$ cat src/rtl/core/cctc_pkg.sv
`timescale 1ns / 1ps
`default_nettype none

package cctc_pkg;

  // Queue and timing
  localparam int QUEUE_DEPTH = 16;
  localparam int SLOT_BITS   = 512;
  localparam int QPTR_W      = $clog2(QUEUE_DEPTH);
  localparam int QFILL_W     = $clog2(QUEUE_DEPTH + 1);
  localparam int SLOT_SHIFT  = $clog2(SLOT_BITS);

  // Field widths
  localparam int CMD_W   = 3;
  localparam int BYTES_W = 11;
  localparam int TAG_W   = 16;
  localparam int RND_W   = 16;
  localparam int KIND_W  = 2;
  localparam int COLL_W  = 16;
  localparam int TRIES_W = 8;
  localparam int CAP_W   = 4;
  localparam int TRY_W   = TRIES_W + 1;

  localparam int BYTES_MAX = (1 << BYTES_W) - 1;
  localparam int TIMER_MAX = 1 + (BYTES_MAX * 8) / SLOT_BITS;
  localparam int TIMER_W   = $clog2(TIMER_MAX + 1);

  // Config port
  localparam int CFG_IDX_W  = 1;
  localparam int CFG_DATA_W = 8;
  localparam logic [CFG_IDX_W-1:0] CFG_MAX_TRIES   = 1'd0;
  localparam logic [CFG_IDX_W-1:0] CFG_BACKOFF_CAP = 1'd1;
  localparam logic [TRIES_W-1:0]   MAX_TRIES_RST   = 8'd16;
  localparam logic [CAP_W-1:0]     BACKOFF_CAP_RST = 4'd10;

  // Event codes
  localparam logic [CMD_W-1:0] CMD_TICK   = 3'd0;
  localparam logic [CMD_W-1:0] CMD_ENQ    = 3'd1;
  localparam logic [CMD_W-1:0] CMD_MSTART = 3'd2;
  localparam logic [CMD_W-1:0] CMD_MDONE  = 3'd3;
  localparam logic [CMD_W-1:0] CMD_MFAIL  = 3'd4;

  // Media message codes
  localparam logic [KIND_W-1:0] KIND_START    = 2'd0;
  localparam logic [KIND_W-1:0] KIND_FAIL     = 2'd1;
  localparam logic [KIND_W-1:0] KIND_COMPLETE = 2'd2;

  typedef struct packed {
    logic [TAG_W-1:0]   tag;
    logic [BYTES_W-1:0] bytes;
  } q_entry_t;

  typedef struct packed {
    logic [KIND_W-1:0]  kind;
    logic [TAG_W-1:0]   tag;
    logic [BYTES_W-1:0] bytes;
    logic [COLL_W-1:0]  coll;
    logic               last;
  } result_t;

  // Controller -> datapath
  typedef struct packed {
    logic              take_in;
    logic              tick_timer;
    logic              enq;
    logic              set_busy;
    logic              clr_busy;
    logic              try_reset;
    logic              try_inc;
    logic              coll_inc;
    logic              div_start;
    logic              timer_load_rem;
    logic              timer_load_len;
    logic              pop;
    logic              emit;
    logic [KIND_W-1:0] emit_kind;
    logic              flush;
  } cmd_t;

  // Datapath -> controller
  typedef struct packed {
    logic [CMD_W-1:0] cmd;
    logic             fill_zero;
    logic             fill_gt1;
    logic             timer_zero;
    logic             timer_le1;
    logic             busy;
    logic             try_over;
    logic             rem_done;
    logic             emit_ok;
    logic             pend_valid;
    logic             out_free;
  } stat_t;

endpackage

`default_nettype wire

$ cat src/rtl/core/cctc_channels.sv
`timescale 1ns / 1ps
`default_nettype none

interface cctc_evt_if;
  import cctc_pkg::*;
  logic               valid;
  logic               ready;
  logic [CMD_W-1:0]   command;
  logic [BYTES_W-1:0] packet_bytes;
  logic [TAG_W-1:0]   packet_tag;
  logic [RND_W-1:0]   random_value;

  modport source(output valid, command, packet_bytes, packet_tag, random_value,
                 input ready);
  modport sink(input valid, command, packet_bytes, packet_tag, random_value,
               output ready);
endinterface

interface cctc_res_if;
  import cctc_pkg::*;
  logic               valid;
  logic               ready;
  logic [KIND_W-1:0]  media_kind;
  logic [TAG_W-1:0]   out_tag;
  logic [BYTES_W-1:0] out_bytes;
  logic [COLL_W-1:0]  collision_total;
  logic               last;

  modport source(output valid, media_kind, out_tag, out_bytes, collision_total, last,
                 input ready);
  modport sink(input valid, media_kind, out_tag, out_bytes, collision_total, last,
               output ready);
endinterface

`default_nettype wire

$ cat src/rtl/core/cctc_rem_unit.sv
`timescale 1ns / 1ps
`default_nettype none

// Remainder of a 16-bit draw by a 4-bit modulus, four dividend bits per cycle.
module cctc_rem_unit (
  input  wire logic                       clk_i,
  input  wire logic                       rst_ni,
  input  wire logic                       start_i,
  input  wire logic [cctc_pkg::RND_W-1:0] dividend_i,
  input  wire logic [cctc_pkg::CAP_W-1:0] divisor_i,
  output logic                            done_o,
  output logic [cctc_pkg::CAP_W-1:0]      rem_o
);
  import cctc_pkg::*;

  localparam int STEP_BITS = 4;
  localparam int CYCLES    = RND_W / STEP_BITS;
  localparam int CNT_W     = (CYCLES > 1) ? $clog2(CYCLES) : 1;

  logic             busy_q, done_q, zero_q;
  logic [CNT_W-1:0] cnt_q;
  logic [RND_W-1:0] dvd_q;
  logic [CAP_W-1:0] dvs_q, rem_q, rem_d;

  always_comb begin
    logic [CAP_W:0] r5;
    logic [CAP_W-1:0] r;
    r = rem_q;
    for (int k = 0; k < STEP_BITS; k++) begin
      r5 = {r, dvd_q[RND_W-1-k]};
      if (r5 >= {1'b0, dvs_q}) begin
        r5 = r5 - {1'b0, dvs_q};
      end
      r = r5[CAP_W-1:0];
    end
    rem_d = r;
  end

  always_ff @(posedge clk_i or negedge rst_ni) begin
    if (!rst_ni) begin
      busy_q <= 1'b0;
      done_q <= 1'b0;
      cnt_q  <= '0;
    end else begin
      done_q <= 1'b0;
      if (start_i) begin
        busy_q <= 1'b1;
        cnt_q  <= '0;
      end else if (busy_q) begin
        cnt_q <= cnt_q + CNT_W'(1);
        if (cnt_q == CNT_W'(CYCLES - 1)) begin
          busy_q <= 1'b0;
          done_q <= 1'b1;
        end
      end
    end
  end

  always_ff @(posedge clk_i) begin
    if (start_i) begin
      dvd_q  <= dividend_i;
      dvs_q  <= divisor_i;
      zero_q <= (divisor_i == '0);
      rem_q  <= '0;
    end else if (busy_q) begin
      dvd_q <= dvd_q << STEP_BITS;
      rem_q <= rem_d;
    end
  end

  assign done_o = done_q;
  assign rem_o  = zero_q ? '0 : rem_q;

endmodule

`default_nettype wire

$ cat src/rtl/core/cctc_datapath.sv
`timescale 1ns / 1ps
`default_nettype none

module cctc_datapath (
  input  wire logic                            clk_i,
  input  wire logic                            rst_ni,
  input  wire logic                            cfg_we_i,
  input  wire logic [cctc_pkg::CFG_IDX_W-1:0]  cfg_idx_i,
  input  wire logic [cctc_pkg::CFG_DATA_W-1:0] cfg_data_i,
  input  wire logic [cctc_pkg::CMD_W-1:0]      evt_cmd_i,
  input  wire logic [cctc_pkg::BYTES_W-1:0]    evt_bytes_i,
  input  wire logic [cctc_pkg::TAG_W-1:0]      evt_tag_i,
  input  wire logic [cctc_pkg::RND_W-1:0]      evt_rnd_i,
  input  wire cctc_pkg::cmd_t                  cmd_i,
  output cctc_pkg::stat_t                      stat_o,
  input  wire logic                            out_ready_i,
  output logic                                 out_valid_o,
  output cctc_pkg::result_t                    out_res_o
);
  import cctc_pkg::*;

  localparam int SUM_W = QPTR_W + 1;

  // Config
  logic [TRIES_W-1:0] max_tries_q;
  logic [CAP_W-1:0]   backoff_cap_q;

  // Latched event
  logic [CMD_W-1:0]   cmd_q;
  logic [BYTES_W-1:0] bytes_q;
  logic [TAG_W-1:0]   tag_q;
  logic [RND_W-1:0]   rnd_q;

  // Transmit state
  logic               busy_q;
  logic [TRY_W-1:0]   try_q;
  logic [TIMER_W-1:0] timer_q;
  logic [COLL_W-1:0]  coll_q;
  logic [QPTR_W-1:0]  head_q, head_d;
  logic [QFILL_W-1:0] fill_q;

  // Packet queue
  q_entry_t           q_mem [QUEUE_DEPTH];
  q_entry_t           head_ent_q, wr_ent;
  logic               wr_en;
  logic [SUM_W-1:0]   slot_sum;
  logic [QPTR_W-1:0]  wr_addr;
  logic               fill_full;

  // Results
  result_t            pend_q, out_q;
  logic               pend_valid_q, out_valid_q, out_free;

  // Backoff modulus
  logic [CAP_W-1:0]   modulus;
  logic               rem_done;
  logic [CAP_W-1:0]   rem_val;
  logic [BYTES_W+2:0] len_bits;
  logic [TIMER_W-1:0] len_slots;

  assign fill_full = (fill_q == QFILL_W'(QUEUE_DEPTH));
  assign slot_sum  = SUM_W'(head_q) + SUM_W'(fill_q);
  assign wr_addr   = (slot_sum >= SUM_W'(QUEUE_DEPTH)) ?
                     QPTR_W'(slot_sum - SUM_W'(QUEUE_DEPTH)) : QPTR_W'(slot_sum);
  assign wr_en     = cmd_i.enq && !fill_full;
  assign wr_ent    = '{tag: tag_q, bytes: bytes_q};

  always_comb begin
    head_d = head_q;
    if (cmd_i.pop) begin
      head_d = (head_q == QPTR_W'(QUEUE_DEPTH - 1)) ? '0 : head_q + QPTR_W'(1);
    end
  end

  // Head entry is held registered; a write to the next head bypasses the array.
  always_ff @(posedge clk_i) begin
    if (wr_en) begin
      q_mem[wr_addr] <= wr_ent;
    end
    head_ent_q <= (wr_en && wr_addr == head_d) ? wr_ent : q_mem[head_d];
  end

  assign modulus   = ({{(TRY_W-CAP_W){1'b0}}, backoff_cap_q} < try_q) ?
                     backoff_cap_q : try_q[CAP_W-1:0];
  assign len_bits  = {head_ent_q.bytes, 3'b000};
  assign len_slots = TIMER_W'(len_bits >> SLOT_SHIFT) + TIMER_W'(1);

  cctc_rem_unit u_rem (
    .clk_i     (clk_i),
    .rst_ni    (rst_ni),
    .start_i   (cmd_i.div_start),
    .dividend_i(rnd_q),
    .divisor_i (modulus),
    .done_o    (rem_done),
    .rem_o     (rem_val)
  );

  always_ff @(posedge clk_i or negedge rst_ni) begin
    if (!rst_ni) begin
      max_tries_q   <= MAX_TRIES_RST;
      backoff_cap_q <= BACKOFF_CAP_RST;
      busy_q        <= 1'b0;
      try_q         <= TRY_W'(1);
      timer_q       <= '0;
      coll_q        <= '0;
      head_q        <= '0;
      fill_q        <= '0;
      pend_valid_q  <= 1'b0;
      out_valid_q   <= 1'b0;
      cmd_q         <= CMD_TICK;
    end else begin
      if (cfg_we_i) begin
        case (cfg_idx_i)
          CFG_MAX_TRIES:   max_tries_q   <= cfg_data_i[TRIES_W-1:0];
          CFG_BACKOFF_CAP: backoff_cap_q <= cfg_data_i[CAP_W-1:0];
          default: ;
        endcase
      end
      if (cmd_i.take_in) begin
        cmd_q <= evt_cmd_i;
      end
      if (cmd_i.set_busy) begin
        busy_q <= 1'b1;
      end else if (cmd_i.clr_busy) begin
        busy_q <= 1'b0;
      end
      if (cmd_i.try_reset) begin
        try_q <= TRY_W'(1);
      end else if (cmd_i.try_inc) begin
        try_q <= try_q + TRY_W'(1);
      end
      if (cmd_i.timer_load_rem) begin
        timer_q <= TIMER_W'(rem_val);
      end else if (cmd_i.timer_load_len) begin
        timer_q <= len_slots;
      end else if (cmd_i.tick_timer && timer_q != '0) begin
        timer_q <= timer_q - TIMER_W'(1);
      end
      if (cmd_i.coll_inc && coll_q != '1) begin
        coll_q <= coll_q + COLL_W'(1);
      end
      head_q <= head_d;
      if (wr_en) begin
        fill_q <= fill_q + QFILL_W'(1);
      end else if (cmd_i.pop && fill_q != '0) begin
        fill_q <= fill_q - QFILL_W'(1);
      end
      // pending result moves out once the next one shows up or the item ends
      if ((cmd_i.emit && pend_valid_q) || cmd_i.flush) begin
        out_valid_q <= 1'b1;
      end else if (out_ready_i) begin
        out_valid_q <= 1'b0;
      end
      if (cmd_i.emit) begin
        pend_valid_q <= 1'b1;
      end else if (cmd_i.flush) begin
        pend_valid_q <= 1'b0;
      end
    end
  end

  always_ff @(posedge clk_i) begin
    if (cmd_i.take_in) begin
      bytes_q <= evt_bytes_i;
      tag_q   <= evt_tag_i;
      rnd_q   <= evt_rnd_i;
    end
    if ((cmd_i.emit && pend_valid_q) || cmd_i.flush) begin
      out_q <= '{kind: pend_q.kind, tag: pend_q.tag, bytes: pend_q.bytes,
                 coll: pend_q.coll, last: cmd_i.flush};
    end
    if (cmd_i.emit) begin
      pend_q <= '{kind: cmd_i.emit_kind, tag: head_ent_q.tag, bytes: head_ent_q.bytes,
                  coll: coll_q, last: 1'b0};
    end
  end

  assign out_free    = !out_valid_q || out_ready_i;
  assign out_valid_o = out_valid_q;
  assign out_res_o   = out_q;

  always_comb begin
    stat_o            = '0;
    stat_o.cmd        = cmd_q;
    stat_o.fill_zero  = (fill_q == '0);
    stat_o.fill_gt1   = (fill_q > QFILL_W'(1));
    stat_o.timer_zero = (timer_q == '0);
    stat_o.timer_le1  = (timer_q <= TIMER_W'(1));
    stat_o.busy       = busy_q;
    stat_o.try_over   = (try_q > {1'b0, max_tries_q});
    stat_o.rem_done   = rem_done;
    stat_o.emit_ok    = !pend_valid_q || out_free;
    stat_o.pend_valid = pend_valid_q;
    stat_o.out_free   = out_free;
  end

`ifndef NO_ASSERTIONS
  a_fill_bound: assert property (@(posedge clk_i) disable iff (!rst_ni)
    fill_q <= QFILL_W'(QUEUE_DEPTH))
    else $error("queue fill above depth");

  a_no_overwrite: assert property (@(posedge clk_i) disable iff (!rst_ni)
    (cmd_i.emit && pend_valid_q) |-> out_free)
    else $error("result pushed while output register is held");

  a_pop_nonempty: assert property (@(posedge clk_i) disable iff (!rst_ni)
    cmd_i.pop |-> (fill_q != '0))
    else $error("head retired from an empty queue");

  a_emit_nonempty: assert property (@(posedge clk_i) disable iff (!rst_ni)
    cmd_i.emit |-> (fill_q != '0))
    else $error("media message without a head packet");
`endif

endmodule

`default_nettype wire

$ cat src/rtl/core/cctc_ctrl.sv
`timescale 1ns / 1ps
`default_nettype none

module cctc_ctrl (
  input  wire logic            clk_i,
  input  wire logic            rst_ni,
  input  wire logic            in_valid_i,
  output logic                 in_ready_o,
  input  wire cctc_pkg::stat_t stat_i,
  output cctc_pkg::cmd_t       cmd_o
);
  import cctc_pkg::*;

  typedef enum logic [2:0] {
    SEQ_WAIT_IN,
    SEQ_APPLY,
    SEQ_COLL,
    SEQ_DIV,
    SEQ_SETTLE,
    SEQ_FLUSH
  } seq_e;

  typedef enum logic [2:0] {
    MODE_IDLE,
    MODE_START,
    MODE_TRANSMIT,
    MODE_BACKOFF,
    MODE_FAIL
  } mode_e;

  seq_e  seq_q, seq_d;
  mode_e mode_q, mode_d;

  assign in_ready_o = (seq_q == SEQ_WAIT_IN);

  always_comb begin
    seq_d         = seq_q;
    mode_d        = mode_q;
    cmd_o         = '0;
    cmd_o.take_in = in_valid_i && (seq_q == SEQ_WAIT_IN);

    case (seq_q)
      SEQ_WAIT_IN: begin
        if (cmd_o.take_in) begin
          seq_d = SEQ_APPLY;
        end
      end

      SEQ_APPLY: begin
        case (stat_i.cmd)
          CMD_TICK: begin
            if (mode_q == MODE_TRANSMIT && stat_i.timer_le1) begin
              // last slot of the frame: report completion, retire head
              if (stat_i.emit_ok) begin
                cmd_o.tick_timer = 1'b1;
                cmd_o.emit       = 1'b1;
                cmd_o.emit_kind  = KIND_COMPLETE;
                cmd_o.pop        = 1'b1;
                if (stat_i.fill_gt1) begin
                  mode_d          = MODE_START;
                  cmd_o.try_reset = 1'b1;
                end else begin
                  mode_d = MODE_IDLE;
                end
                seq_d = SEQ_COLL;
              end
            end else begin
              if (mode_q == MODE_TRANSMIT || mode_q == MODE_BACKOFF) begin
                cmd_o.tick_timer = 1'b1;
                if (mode_q == MODE_BACKOFF && stat_i.timer_le1) begin
                  mode_d = MODE_START;
                end
              end
              seq_d = SEQ_COLL;
            end
          end
          CMD_ENQ: begin
            cmd_o.enq = 1'b1;
            if (stat_i.fill_zero) begin
              mode_d          = MODE_START;
              cmd_o.try_reset = 1'b1;
            end
            seq_d = SEQ_COLL;
          end
          CMD_MSTART: begin
            cmd_o.set_busy = 1'b1;
            seq_d          = SEQ_COLL;
          end
          CMD_MDONE, CMD_MFAIL: begin
            cmd_o.clr_busy = 1'b1;
            seq_d          = SEQ_COLL;
          end
          default: seq_d = SEQ_WAIT_IN;
        endcase
      end

      SEQ_COLL: begin
        if (stat_i.busy && mode_q == MODE_TRANSMIT) begin
          cmd_o.coll_inc  = 1'b1;
          cmd_o.div_start = 1'b1;
          mode_d          = MODE_FAIL;
          seq_d           = SEQ_DIV;
        end else begin
          seq_d = SEQ_SETTLE;
        end
      end

      SEQ_DIV: begin
        if (stat_i.rem_done) begin
          cmd_o.timer_load_rem = 1'b1;
          seq_d                = SEQ_SETTLE;
        end
      end

      SEQ_SETTLE: begin
        case (mode_q)
          MODE_FAIL: begin
            if (stat_i.emit_ok) begin
              cmd_o.emit      = 1'b1;
              cmd_o.emit_kind = KIND_FAIL;
              mode_d          = MODE_BACKOFF;
            end
          end
          MODE_BACKOFF: begin
            if (stat_i.timer_zero) begin
              mode_d = MODE_START;
            end else begin
              seq_d = SEQ_FLUSH;
            end
          end
          MODE_START: begin
            if (stat_i.busy) begin
              seq_d = SEQ_FLUSH;
            end else if (stat_i.try_over) begin
              // tries spent: drop the head silently
              cmd_o.pop = 1'b1;
              if (stat_i.fill_gt1) begin
                cmd_o.try_reset = 1'b1;
              end else begin
                mode_d = MODE_IDLE;
              end
            end else if (stat_i.emit_ok) begin
              cmd_o.emit           = 1'b1;
              cmd_o.emit_kind      = KIND_START;
              cmd_o.timer_load_len = 1'b1;
              cmd_o.try_inc        = 1'b1;
              mode_d               = MODE_TRANSMIT;
            end
          end
          default: seq_d = SEQ_FLUSH;
        endcase
      end

      SEQ_FLUSH: begin
        if (!stat_i.pend_valid) begin
          seq_d = SEQ_WAIT_IN;
        end else if (stat_i.out_free) begin
          cmd_o.flush = 1'b1;
          seq_d       = SEQ_WAIT_IN;
        end
      end

      default: seq_d = SEQ_WAIT_IN;
    endcase
  end

  always_ff @(posedge clk_i or negedge rst_ni) begin
    if (!rst_ni) begin
      seq_q  <= SEQ_WAIT_IN;
      mode_q <= MODE_IDLE;
    end else begin
      seq_q  <= seq_d;
      mode_q <= mode_d;
    end
  end

endmodule

`default_nettype wire

$ cat src/rtl/core/csma_cd_transmit_controller.sv
`timescale 1ns / 1ps
`default_nettype none

// CSMA/CD transmit controller with random backoff.
// evt_i carries one event per transfer: slot tick, enqueue packet (tag and
// byte length), medium start, medium complete or medium fail, plus the random
// draw used if this event causes a collision. res_o carries zero to two media
// messages (start, fail, complete) per event; the final one has last set.
// Packets wait in a 16-entry queue; a full queue drops new packets.
// Config: cfg_we_i writes max_tries (index 0) or backoff_cap (index 1);
// write only while no event is in flight.
// Sequence: an event is taken, applied, checked for collision, then settled one
// step per cycle while the output can take a message, then flushed; an unknown
// command goes straight back to waiting. A colliding medium start also runs the
// backoff remainder (four draw bits per cycle) before the fail and backoff steps.
// Each packet dropped for spent tries costs a further settle step.
// One event is in work at a time; the last result sits in an output register
// while the next event is taken.
// Reset: idle, empty queue, collision count 0, max_tries 16, backoff_cap 10;
// queue contents are not cleared and need no clearing pass.
// A stalled receiver holds results in the output and pending registers; the
// controller waits before producing more.
module csma_cd_transmit_controller (
  input  wire logic                            clk_i,
  input  wire logic                            rst_ni,
  input  wire logic                            cfg_we_i,
  input  wire logic [cctc_pkg::CFG_IDX_W-1:0]  cfg_idx_i,
  input  wire logic [cctc_pkg::CFG_DATA_W-1:0] cfg_data_i,
  cctc_evt_if.sink                             evt_i,
  cctc_res_if.source                           res_o
);
  import cctc_pkg::*;

  cmd_t    cmd;
  stat_t   stat;
  result_t res;
  logic    res_valid;
  logic    in_ready;

  cctc_ctrl u_ctrl (
    .clk_i     (clk_i),
    .rst_ni    (rst_ni),
    .in_valid_i(evt_i.valid),
    .in_ready_o(in_ready),
    .stat_i    (stat),
    .cmd_o     (cmd)
  );

  cctc_datapath u_dp (
    .clk_i      (clk_i),
    .rst_ni     (rst_ni),
    .cfg_we_i   (cfg_we_i),
    .cfg_idx_i  (cfg_idx_i),
    .cfg_data_i (cfg_data_i),
    .evt_cmd_i  (evt_i.command),
    .evt_bytes_i(evt_i.packet_bytes),
    .evt_tag_i  (evt_i.packet_tag),
    .evt_rnd_i  (evt_i.random_value),
    .cmd_i      (cmd),
    .stat_o     (stat),
    .out_ready_i(res_o.ready),
    .out_valid_o(res_valid),
    .out_res_o  (res)
  );

  assign evt_i.ready           = in_ready;
  assign res_o.valid           = res_valid;
  assign res_o.media_kind      = res.kind;
  assign res_o.out_tag         = res.tag;
  assign res_o.out_bytes       = res.bytes;
  assign res_o.collision_total = res.coll;
  assign res_o.last            = res.last;

endmodule

`default_nettype wire

$ cat src/flat_wrapper.sv
// flat-port wrapper written by rule: the top's interface ports become plain ports
module csma_cd_transmit_controller_flat import cctc_pkg::*;
  (clk_i, rst_ni, cfg_we_i, cfg_idx_i, cfg_data_i, evt_i_valid, evt_i_command, evt_i_packet_bytes, evt_i_packet_tag, evt_i_random_value, evt_i_ready, res_o_valid, res_o_media_kind, res_o_out_tag, res_o_out_bytes, res_o_collision_total, res_o_last, res_o_ready);
  cctc_evt_if evt_i_i ();
  cctc_res_if res_o_i ();
  input  wire logic clk_i;
  input  wire logic rst_ni;
  input  wire logic cfg_we_i;
  input  wire logic [cctc_pkg::CFG_IDX_W-1:0] cfg_idx_i;
  input  wire logic [cctc_pkg::CFG_DATA_W-1:0] cfg_data_i;
  input wire logic [$bits(evt_i_i.valid)-1:0] evt_i_valid;
  input wire logic [$bits(evt_i_i.command)-1:0] evt_i_command;
  input wire logic [$bits(evt_i_i.packet_bytes)-1:0] evt_i_packet_bytes;
  input wire logic [$bits(evt_i_i.packet_tag)-1:0] evt_i_packet_tag;
  input wire logic [$bits(evt_i_i.random_value)-1:0] evt_i_random_value;
  output wire logic [$bits(evt_i_i.ready)-1:0] evt_i_ready;
  output wire logic [$bits(res_o_i.valid)-1:0] res_o_valid;
  output wire logic [$bits(res_o_i.media_kind)-1:0] res_o_media_kind;
  output wire logic [$bits(res_o_i.out_tag)-1:0] res_o_out_tag;
  output wire logic [$bits(res_o_i.out_bytes)-1:0] res_o_out_bytes;
  output wire logic [$bits(res_o_i.collision_total)-1:0] res_o_collision_total;
  output wire logic [$bits(res_o_i.last)-1:0] res_o_last;
  input wire logic [$bits(res_o_i.ready)-1:0] res_o_ready;
  assign evt_i_i.valid = evt_i_valid;
  assign evt_i_i.command = evt_i_command;
  assign evt_i_i.packet_bytes = evt_i_packet_bytes;
  assign evt_i_i.packet_tag = evt_i_packet_tag;
  assign evt_i_i.random_value = evt_i_random_value;
  assign evt_i_ready = evt_i_i.ready;
  assign res_o_valid = res_o_i.valid;
  assign res_o_media_kind = res_o_i.media_kind;
  assign res_o_out_tag = res_o_i.out_tag;
  assign res_o_out_bytes = res_o_i.out_bytes;
  assign res_o_collision_total = res_o_i.collision_total;
  assign res_o_last = res_o_i.last;
  assign res_o_i.ready = res_o_ready;
  csma_cd_transmit_controller u_core (.clk_i(clk_i), .rst_ni(rst_ni), .cfg_we_i(cfg_we_i), .cfg_idx_i(cfg_idx_i), .cfg_data_i(cfg_data_i), .evt_i(evt_i_i), .res_o(res_o_i));
endmodule
$ cat config.mk
export PLATFORM = sky130hd
export DESIGN_NAME = csma_cd_transmit_controller_flat
export DESIGN_NICKNAME = d
export VERILOG_FILES = /design/src/rtl/core/cctc_pkg.sv /design/src/rtl/core/cctc_channels.sv /design/src/rtl/core/cctc_rem_unit.sv /design/src/rtl/core/cctc_datapath.sv /design/src/rtl/core/cctc_ctrl.sv /design/src/rtl/core/csma_cd_transmit_controller.sv /design/src/flat_wrapper.sv
export SDC_FILE = /design/constraint.sdc
export NUM_CORES = 1
export LEC_CHECK = 0
export ABC_AREA = 1
export BUFFER_PORTS_ARGS = -buffer_cell sky130_fd_sc_hd__clkbuf_2
export CAP_MARGIN = 5
export CORE_AREA = 5 5 251 253
export DETAILED_ROUTE_END_ITERATION = 12
export DIE_AREA = 0 0 256 258
export HOLD_SLACK_MARGIN = 0.02
export PLACE_DENSITY = 0.63
export SKIP_CTS_REPAIR_TIMING = 1
export SYNTH_ARGS = -nofsm -noshare
export SYNTH_HDL_FRONTEND = slang
export SYNTH_SLANG_ARGS = --single-unit
$ cat constraint.sdc
create_clock -name clk_i -period 12.9 [get_ports clk_i]
set_input_delay 1.935 -clock clk_i [delete_from_list [all_inputs] [get_ports clk_i]]
set_output_delay 1.935 -clock clk_i [all_outputs]
set_load 0.005 [all_outputs]
# Yosys cells after proc, flatten, opt, wreduce, memory -nomap -nowiden
# Memory sizes are Yosys's and may differ from the RTL's. A register that Yosys moved wholly into a read port is not among the register bits.
# Index checks and enable logic that the tools add are counted.
[word_totals] wordCells=228 mem_bits_rw=432 register_bits=227 memories=1 out_inout_bits=48 in_bits=60
[op_classes] mux=99 reduce_logical=37 n_lt_le_gt_ge=9 n_bitwise=1 addsub=14 eq_ne=35
[mem_list] name="u_core.u_dp.q_mem" words=16 word_bits=27 read_ports=1 rd_ports_with_merged_regs=1 wr=1 line_no="cctc_datapath.sv:43" source="q_entry_t q_mem [QUEUE_DEPTH];"
[ops] cell="$mux 3" n=23
[ops] cell="$mux 4" n=13
[ops] cell="$mux 1" n=36
[ops] cell="$mux 16" n=2
[ops] cell="$pmux 3 s3" n=3
[ops] cell="$ge 5x4->1" n=4
[ops] cell="$eq 3x2->1 const B" n=6
[ops] cell="$mux 6" n=3
[ops] cell="$mux 9" n=2
[ops] cell="$pmux 3 s2" n=3
[ops] cell="$pmux 3 s6" n=1
[ops] cell="$add 16x1->16 const B" n=1
[ops] cell="$ne 16x16->1 const B" n=1
[ops] cell="$sub 4x4->4" n=4
[ops] cell="$mux 5" n=3
[ops] cell="$mux 2" n=7
[ops] cell="$reduce_and 13->1" n=1
[ops] cell="$eq 3x3->1 const B" n=4
[ops] cell="$ne 3x3->1 const B" n=4
[ops] cell="$ne 4x4->1 const B" n=3
[ops] cell="$reduce_bool 2->1" n=6
[ops] cell="$add 9x1->9 const B" n=1
[ops] cell="$eq 3x1->1 const B" n=3
[ops] cell="$gt 9x8->1" n=1
[ops] cell="38 further kinds" n=60

# Longest topological paths before layout
# Gate-level depths: netlist of the first run.
[logic_depth] word_depth=11 ltp_mapped=39 mapped_depth_nobuf=39

# By module
# Synthesis of the first run repeated with hierarchy kept, for this count alone.
[unflattened] hier_cells=2187 hier_area_um2=27271.2
[modules_own_cells] module="cctc_datapath" seq_area_each_um2=18532.8 area_each_um2=24410.9 instances=1 cells_each=1789
[modules_own_cells] module="cctc_rem_unit" seq_area_each_um2=810.8 area_each_um2=2090.8 instances=1 cells_each=252
[modules_own_cells] module="cctc_ctrl" seq_area_each_um2=150.1 area_each_um2=769.5 instances=1 cells_each=146

# Least setup slack after synthesis of the first run
# OpenSTA, ideal clock, no wires.
[synth_timing] path_kind="input port to flip-flop" startpoint="in res_o_ready" endpoint="reg u_core.u_dp.out_q, in the netlist u_core.u_dp.out_res_o[0], enable pin" arrival_ns=4.704 setup_ns=0.571 path_buffers=1 cell_stages=9 required_ns=12.329 setup_slack_ns=7.625 path_cell_list="inv_1 -> nand2_1 -> nor2_1 -> nor2_1 -> nand2_2 -> buf_6 -> nand2_1 -> nand2_1 -> nand2_1"
[synth_rtl] element="start: declaration" line_no="flat_wrapper.sv:23" source="input wire logic [$bits(res_o_i.ready)-1:0] res_o_ready;"
[synth_rtl] element="end signal: assignment" line_no="cctc_datapath.sv:169" source="out_q <= '{kind: pend_q.kind, tag: pend_q.tag, bytes: pend_q.bytes,"
[synth_rtl] element="end: declaration" line_no="cctc_datapath.sv:51" source="result_t pend_q, out_q;"

# Worst setup path after layout of the first run
[layout_timing] startpoint="reg u_core.u_dp.u_rem.dvs_q[1]" endpoint="reg u_core.u_dp.u_rem.rem_q[2]"
[layout_between] elab_chain_cells=8 word_cells_on_any_way=12 classes_between="add/sub (4); order compare (4); mux (4)"
[layout_lines] element="start: declaration" line_no="cctc_rem_unit.sv:23" source="logic [CAP_W-1:0] dvs_q, rem_q, rem_d;"
[layout_lines] element="start signal: assignment" line_no="cctc_rem_unit.sv:62" source="dvs_q <= divisor_i;"
[layout_lines] element="$sub 4x4->4 / $ge 5x4->1 (equally long branches)" line_no="cctc_rem_unit.sv:32, cctc_rem_unit.sv:31"
[layout_lines] element="$mux 4" line_no="cctc_rem_unit.sv:31" source="if (r5 >= {1'b0, dvs_q}) begin"
[layout_lines] element="$sub 4x4->4 / $ge 5x4->1 (equally long branches)" line_no="cctc_rem_unit.sv:32, cctc_rem_unit.sv:31"
[layout_lines] element="$mux 4" line_no="cctc_rem_unit.sv:31"
[layout_lines] element="$ge 5x4->1 / $sub 4x4->4 (equally long branches)" line_no="cctc_rem_unit.sv:31, cctc_rem_unit.sv:32"
[layout_lines] element="$mux 4" line_no="cctc_rem_unit.sv:31"
[layout_lines] element="$sub 4x4->4 / $ge 5x4->1 (equally long branches)" line_no="cctc_rem_unit.sv:32, cctc_rem_unit.sv:31"
[layout_lines] element="$mux 4 (*)" line_no="cctc_rem_unit.sv:31"
[layout_lines] element="end signal: assignment" line_no="cctc_rem_unit.sv:67" source="rem_q <= rem_d;"
[layout_lines] element="end: declaration" line_no="cctc_rem_unit.sv:23"
# Every way passes the cells marked *; elsewhere a longest branch is shown, timed or not.
# A chain may end at the register's enable or synchronous reset.

==> flow_metrics.py, run 1 <==
metrics = {
    "status": {
        "result_of_the_run": "completed",
    },
    "route": {
        "drt_first_iter_violations": 1159,
        "via_per_inst": 5.32,
        "routed_wire_length_per_instance_um": 20.1,
        "antenna_violating_nets_post_route": 0,
        "routed-via-count": 16414,
        "final_wl_mm": 62.1,
        "drt_first_pass_iters": 5,
        "drcViolationCount": 0,
    },
    "hold_path": {
        "min_from": "u_core.u_dp.pend_q[44]$_DFFE_PP_",
        "hold_path.class": "flip-flop to flip-flop",
    },
    "synth": {
        "ys_seq_area_share_pct": 70.8,
        "post_synth_most_frequent_cells": "587 x edfxtp_1, 254 x nand2_1, 237 x inv_1",
        "synth_top_family_by_area": "compound AO/OA/AOI/OAI gates",
        "ys.warnings.count": 0,
        "yosysMostFrequentCell": "edfxtp_1",
        "yosys.area_share.simple_pct": 8.43,
        "postSynthNetCount": 2221,
        "synth_xor_area_share_pct": 1.30,
        "synth_cell_types": 55,
        "synth_largest_type_area_fraction_pct": 64.0,
        "yosys.area.top_type": "edfxtp_1",
        "synthesis.area_per_instance_um2": 13.0,
        "synth.ff_latch_count": 663,
        "synth.mux.area_fraction_pct": 3.24,
        "synthTopCellsByArea": "edfxtp_1 64%, dfrtp_1 5.8%, nand2_1 3.5%, inv_1 3.2%, mux2i_1 3.2%",
        "synth-edff-count": 587,
        "synthesized_area_fraction_occupied_by_ao_oa_aoi_and_oai_cells_pct": 9.12,
        "synthAdderAreaFrac_pct": 2.18,
        "mappedNetlistArea_um2": 27500,
        "postSynth.topFlopCell": "edfxtp_1",
        "syn_inst": 2116,
        "async_flop_share_pct": 10.3,
    },
    "power_and_ir_drop": {
        "logic_gate_share_of_total_power_pct": 18.8,
        "clock_power_share_pct": 35.4,
        "max-vdd-ir-drop_v": 0.000124,
        "p_sw_share_pct": 28.8,
        "cell_internal_pwr_mw": 4.26,
        "total_switching_power_mw": 1.72,
        "cellLeakagePower_nw": 11.5,
        "power.sequential.fraction_pct": 45.8,
        "power_density_nw_per_um2": 190,
    },
    "setup_path": {
        "timing.critical_path.slowest_cell_delay_ns": 0.57,
        "start_kind": "flip-flop",
        "critPathMaxFanout": 6,
        "crit_path_end_kind": "flip-flop",
        "critPathLaunch": "u_core.u_dp.u_rem.dvs_q[1]$_DFFE_PP_",
        "cp.arrival_ns": 6.64,
        "cp_common_cell": "nand2_1",
        "rr_startpoint": "u_core.u_dp.u_rem.dvs_q[1]$_DFFE_PP_",
        "critical_path_required_ns": 13.45,
        "type_of_the_worst_setup_path": "flip-flop to flip-flop",
        "cp_slowest_cell": "a211oi_1",
    },
    "timing": {
        "timing.clock.skew_ns": 0.0164,
        "unrepaired_setup_endpoints_after_global_routing": "false",
        "max_slew_violation_count": 0,
        "setup-tns-final_ns": 0,
        "hold_viol": 0,
        "slew-limit-headroom_pct": 25.7,
        "layout_worst_path_cycle_share_pct": 47.2,
        "final_period_minus_worst_setup_slack_ns": 6.09,
        "setup_viol": 0,
        "max_clock_freq_mhz": 164,
        "worst_pin_slew_ns": 1.11,
    },
    "clock_network": {
        "cts.clk_slew.worst_paths_ns": 0.06,
        "ctsRootBufferMaster": "clkbuf_16",
        "htreeDepth": 3,
        "clock_sink_count": 663,
        "max-clock-path-buffers": 3,
        "tritoncts": "built",
        "clkLatencyLatePin_ns": 0.61,
        "numCtsBuffers": 71,
    },
    "global_route": {
        "global_route_usage_over_all_layers_pct": 18.5,
        "grt_start_max_net_pins": 186,
        "grt_antenna_before_repair": 0,
        "grt_pass1_vias": 16348,
        "grt_first_pass_wirelength_mm": 95.6,
        "grt.overflow.total": 0,
    },
    "placement": {
        "gp_congestion": 0.830,
        "placed_cells_incl_taps": 2959,
        "place.detailed.hpwl_mm": 35.5,
        "portBuffers": 107,
    },
    "die": {
        "floorplan.core_area_um2": 60800,
        "floorplan_row_count": 91,
        "initial_utilization_pct": 45.3,
        "floorplan.die.width_um": 256,
        "dieHeight_um": 258,
        "die_area_um2": 66000,
        "io_pins": 108,
    },
    "finish": {
        "area_growth_pct": 14.3,
        "layoutNonFillerInstCount": 3088,
        "post_route_cells_drive_above_1_share_pct": 14.5,
        "nNetsFinal": 2347,
        "antenna_diodes": 0,
    },
    "job": {
        "maxCapViolations": 0,
    },
}
[layout by cell type (no fill, tap or decap), drive strengths merged, types with 2 or more instances in the layout]
cell	netlist	layout
fa	5	5
o21ai	172	172
a31oi	4	4
buf	47	30
nand3	108	108
a21oi	136	136
edfxtp	587	587
inv	252	257
o211ai	113	113
nand2	269	269
nor2	102	102
xnor2	18	18
dfstp	4	4
clkinvlp	0	4
nand4	13	13
nor4	4	4
bufinv	0	13
dfxtp	8	8
mux2i	88	88
nor3	7	7
or2	2	2
clkbuf	36	192
a211oi	2	2
dfrtp	64	64
nor3b	4	4
clkinv	1	22
ha	40	40
o21a	2	2
xor2	21	21
[cell families after synthesis]
family | Yosys count
and+or+nand+nor | 510
buffers and inverters | 336
adders and majority gates | 45
AOI/OAI and AO/OA | 434
muxes | 89
DFF | 663
xor gates and xnor gates | 39
[worst paths after layout]
kind | end | slack, ns | cells past startpoint
max | u_core.u_dp.u_rem.rem_q[2]$_SDFFE_PP0P_ | 6.81 | 35
min | u_core.u_dp.out_res_o[44]$_DFFE_PP_ | 0.42 | 0
max reg2reg | u_core.u_dp.u_rem.rem_q[2]$_SDFFE_PP0P_ | 6.81 | 35
min reg2reg | u_core.u_dp.out_res_o[44]$_DFFE_PP_ | 0.42 | 0
max in group asynchronous | u_core.u_dp.coll_q[14]$_DFFE_PN0P_ | 10.74 | 2
min in group asynchronous | u_core.u_dp.max_tries_q[2]$_DFFE_PN0P_ | 1.53 | 2
[worst max-delay path, delay by kind of cell (launching register included)]
family	cells	cell delay (ns)
flip-flops	1	0.44
AND/OR/NAND/NOR	19	1.89
AO/OA/AOI/OAI	8	2.08
buffers and inverters	4	0.46
adder cells (fa/ha/maj)	4	1.18
[per-layer routing]
metal	wire [um]	part of all wire, %	track usage [%]	vias up
li1	-	-	-	7811
met5	0	0	0	-
met2	30400	49	31.3	396
met4	1650	2.7	5.92	0
met1	27100	44	24.7	8094
met3	2900	4.7	3.36	113
[power groups by stage]
stage / clock network [mW] / registers, mW / logic [mW]
3_5_place_dp: 0 / 2.78 / 1.13
5_1_grt: 2.26 / 2.76 / 1.28
2_1_floorplan: 0 / 2.73 / 0.834
3_3_place_gp: 0 / 2.77 / 1.10
6_report: 2.12 / 2.74 / 1.13
4_1_cts: 2.16 / 2.74 / 1.14
[metrics by stage]
stage	area [um^2]	setup slack, ns	power [mW]	hold slack [ns]	util, %
6_report	31500	6.81	5.98	0.419	51.7
5_1_grt	31500	6.14	6.30	0.427	51.7
4_1_cts	31500	6.81	6.04	0.418	51.7
3_5_place_dp	29000	6.84	3.91	0.405	47.7
3_3_place_gp	29000	6.99	3.87	0.401	47.7
2_1_floorplan	27500	7.62	3.56	0.400	-
[state kept, by name (all words and copies together), names as in the netlist, 2 cells and up, named ones only]
signal	cells
u_core.u_dp.rnd_q	16
u_core.u_dp.head_q	4
u_core.u_dp.fill_q	5
u_core.u_ctrl.seq_q	3
u_core.u_dp.u_rem.cnt_q	2
u_core.u_dp.bytes_q	11
u_core.u_dp.out_res_o	46
u_core.u_dp.try_q	9
u_core.u_ctrl.mode_q	3
u_core.u_dp.coll_q	16
u_core.u_dp.cmd_q	3
u_core.u_dp.timer_q	6
u_core.u_dp.u_rem.dvs_q	4
u_core.u_dp.pend_q	45
u_core.u_dp.max_tries_q	8
u_core.u_dp.u_rem.rem_q	4
u_core.u_dp.backoff_cap_q	4
u_core.u_dp.tag_q	16
u_core.u_dp.u_rem.dvd_q	16
u_core.u_dp.q_mem	432
[final cells by class]
type / count / area (um^2)
Clock buffer: 86 / 1840
Clock inverter: 43 / 601
Fill cell: 5092 / 29300
Inverter: 253 / 952
Multi-Input combinational cell: 1117 / 6810
Sequential cell: 663 / 19500
Tap cell: 790 / 988
Timing Repair Buffer: 136 / 766
(Power assumes the default switching activity.)
==> inputs of run 2 (changes only) <==
- ABC_AREA: 1 -> 0
- CORE_AREA: 5 5 251 253 -> 5 5 245 247
- DIE_AREA: 0 0 256 258 -> 0 0 250 252
- clock period: 12.9 -> 6.3 ns (I/O delays scaled with it)
==> run 2 against run 1 <==
Compared with the run above:
- via count fell by 20%
- clock skew rose by 0.0057 ns
- setup slack got worse by 6.6 ns
- critical path depth fell by 8
- clock power rose by 91%
- register-to-register slack got worse by 6.6 ns
- die area fell by 4.6%
- worst hold slack got worse by 0.0047 ns
- synthesized cell count fell by 35%
- routed wire length fell by 12%
- global-route usage fell by 1.3 points
- critical endpoint is now u_core.u_dp.u_rem.rem_q[3]$_SDFFE_PP0P_
==> flow_metrics.py, run 2 <==
metrics = {
    "global_route": {
        "grt_start_max_net_pins": 71,
        "global_route_usage_over_all_layers_pct": 17.2,
        "grt.overflow.total": 0,
        "grt_pass1_vias": 13420,
        "grt_first_pass_wirelength_mm": 82.6,
        "grt_antenna_before_repair": 1,
    },
    "finish": {
        "postLayoutCellArea_um2": 30300,
        "layoutNonFillerInstCount": 2367,
        "layout.cells.most_common": "edfxtp_1",
        "post_route_cells_drive_above_1_share_pct": 28.9,
        "largest_register_ffs": 432,
        "mostFrequentLayoutCells": "587 x edfxtp_1, 135 x mux4_2, 106 x clkbuf_2",
        "register_name_with_the_most_flops": "u_core.u_dp.q_mem",
        "nNetsFinal": 1651,
        "area_growth_pct": 15.7,
        "final_util_pct": 52.8,
    },
    "setup_path": {
        "type_of_the_worst_setup_path": "flip-flop to flip-flop",
        "start_kind": "flip-flop",
        "cp_common_cell": "ha_1",
        "cp.arrival_ns": 6.52,
        "critPathMaxFanout": 5,
        "crit_buf_inv": 3,
        "critical_path_required_ns": 6.76,
        "timing.critical_path.slowest_cell_delay_ns": 0.46,
        "crit_path_end_kind": "flip-flop",
        "cp_slowest_cell": "fa_1",
        "cp_top_family": "adder cells",
    },
    "synth": {
        "mappedNetlistArea_um2": 26200,
        "postSynth.topFlopCell": "edfxtp_1",
        "synth.ff_latch_count": 663,
        "synth_cell_types": 77,
        "post_synth_most_frequent_cells": "587 x edfxtp_1, 135 x mux4_2, 100 x nand2_1",
        "ys.warnings.count": 0,
        "synth_largest_type_area_fraction_pct": 67.3,
        "postSynthNetCount": 1478,
        "synthesis.area_per_instance_um2": 19.1,
        "yosys.area.top_type": "edfxtp_1",
        "synthTopCellsByArea": "edfxtp_1 67%, mux4_2 12%, dfrtp_1 6.1%, ha_1 1.9%, nand2_1 1.4%",
        "synth-edff-count": 587,
        "yosysMostFrequentCell": "edfxtp_1",
        "syn_inst": 1373,
        "async_flop_share_pct": 10.3,
        "ys_seq_area_share_pct": 74.4,
    },
    "timing": {
        "layout_worst_path_cycle_share_pct": 96.2,
        "slew-limit-headroom_pct": 29.6,
        "final_critical_path_setup_slack_ns": 0.242,
        "setup_viol": 0,
        "fin_hold_ws_ns": 0.414,
        "worst_pin_slew_ns": 1.06,
        "max_clock_freq_mhz": 165,
        "max_slew_violation_count": 0,
        "hold_viol": 0,
        "timing.clock.skew_ns": 0.0221,
        "final_period_minus_worst_setup_slack_ns": 6.06,
        "setup-tns-final_ns": 0,
    },
    "route": {
        "routed_wire_length_per_instance_um": 23.1,
        "drcViolationCount": 0,
        "drt_first_pass_iters": 5,
        "via_per_inst": 5.53,
        "drt_first_iter_violations": 1063,
        "final_wl_mm": 54.7,
        "antenna_violating_nets_post_route": 0,
        "routed-via-count": 13090,
    },
    "clock_network": {
        "clkLatencyLatePin_ns": 0.61,
        "max-clock-path-buffers": 3,
        "cts.clk_slew.worst_paths_ns": 0.06,
        "numCtsBuffers": 70,
        "tritoncts": "built",
        "ctsRootBufferMaster": "clkbuf_16",
        "htreeDepth": 3,
        "clock_sink_count": 663,
    },
    "hold_path": {
        "hold_path.class": "flip-flop to flip-flop",
    },
    "die": {
        "dieHeight_um": 252,
        "io_pins": 108,
        "floorplan.core_area_um2": 57400,
        "floorplan_row_count": 88,
        "floorplan.die.width_um": 250,
        "initial_utilization_pct": 45.7,
        "die_area_um2": 63000,
    },
    "placement": {
        "worst_setup_slack_after_placement_ns": -0.188,
        "gp_congestion": 0.841,
        "portBuffers": 107,
        "placed_area_um2": 27900,
        "placed_cells_incl_taps": 2233,
        "place.detailed.hpwl_mm": 30.1,
    },
    "job": {
        "maxCapViolations": 0,
    },
    "power_and_ir_drop": {
        "max-vdd-ir-drop_v": 0.000439,
        "power_density_nw_per_um2": 401,
        "cellLeakagePower_nw": 10.2,
        "total_power_mw": 12.2,
    },
    "status": {
        "result_of_the_run": "completed",
    },
}
[run 2: final timing paths]
| kind | from | end | slack (ns) | depth (start not counted) |
|---|---|---|---|---|
| max | u_core.u_dp.u_rem.dvd_q[15]$_DFFE_PP_ | u_core.u_dp.u_rem.rem_q[3]$_SDFFE_PP0P_ | 0.24 | 27 |
| min | u_core.u_dp.pend_q[19]$_DFFE_PP_ | u_core.u_dp.out_res_o[19]$_DFFE_PP_ | 0.41 | 0 |
| max reg2reg | u_core.u_dp.u_rem.dvd_q[15]$_DFFE_PP_ | u_core.u_dp.u_rem.rem_q[3]$_SDFFE_PP0P_ | 0.24 | 27 |
| min reg2reg | u_core.u_dp.pend_q[19]$_DFFE_PP_ | u_core.u_dp.out_res_o[19]$_DFFE_PP_ | 0.41 | 0 |
| max in group asynchronous | rst_ni | u_core.u_dp.coll_q[10]$_DFFE_PN0P_ | 5.13 | 2 |
| min in group asynchronous | rst_ni | u_core.u_dp.max_tries_q[7]$_DFFE_PN0P_ | 0.56 | 2 |
[run 2: cell families (layout without fill, tap and decap cells)]
family	count (synthesis)	after routing	share of synthesized area, %
DFF	663	663	74.4
adders and majority gates	45	45	2.29
buffers and inverters	82	310	1.32
muxes	161	161	12.7
AOI/OAI and AO/OA	118	118	3.04
and+or+nand+nor	262	262	4.87
xor gates and xnor gates	42	42	1.40
other	0	1	0
[run 2: cell type report]
class,instances,area (um^2)
fillers,4504,27100
flip-flops and latches,663,19500
multi-input cells,628,6600
clock buffers,89,1850
well taps,765,957
repair buffers,148,843
clock inverters,38,423
inverters,35,131
diodes,1,2.50
[run 2: power by group]
group / switching (mW) / total (mW) / internal (mW) / leakage (nW)
Clock: 1.65 / 4.04 / 2.39 / 1.10
Sequential: 0.357 / 5.66 / 5.30 / 6.24
Combinational: 1.32 / 2.46 / 1.14 / 2.89
[run 2: worst reg2reg max path, cell delays in order (launching register included)]
cell	delay [ns]
edfxtp_1	0.39
inv_1	0.07
ha_1	0.15
inv_1	0.06
fa_1	0.46
xnor2_2	0.24
nand2_1	0.09
mux2_2	0.30
nand2_2	0.10
inv_1	0.05
ha_1	0.33
o21ai_2	0.08
o21bai_2	0.11
or2_4	0.30
mux2_4	0.31
ha_1	0.32
nor2_1	0.06
or3_4	0.41
o211ai_4	0.13
mux2i_2	0.27
ha_1	0.27
a21o_1	0.16
a21o_1	0.21
a2111oi_4	0.36
o2111ai_2	0.22
nand2_2	0.14
mux2i_1	0.22
a21oi_1	0.09
[run 2: per-layer routing]
layer | track usage [%] | vias up | part of all wire (%)
met5 | 0 | - | 0
met4 | 4.29 | 0 | 2.0
met3 | 3.27 | 87 | 5.8
met2 | 27.9 | 394 | 49
met1 | 24.6 | 6761 | 44
li1 | - | 5848 | -
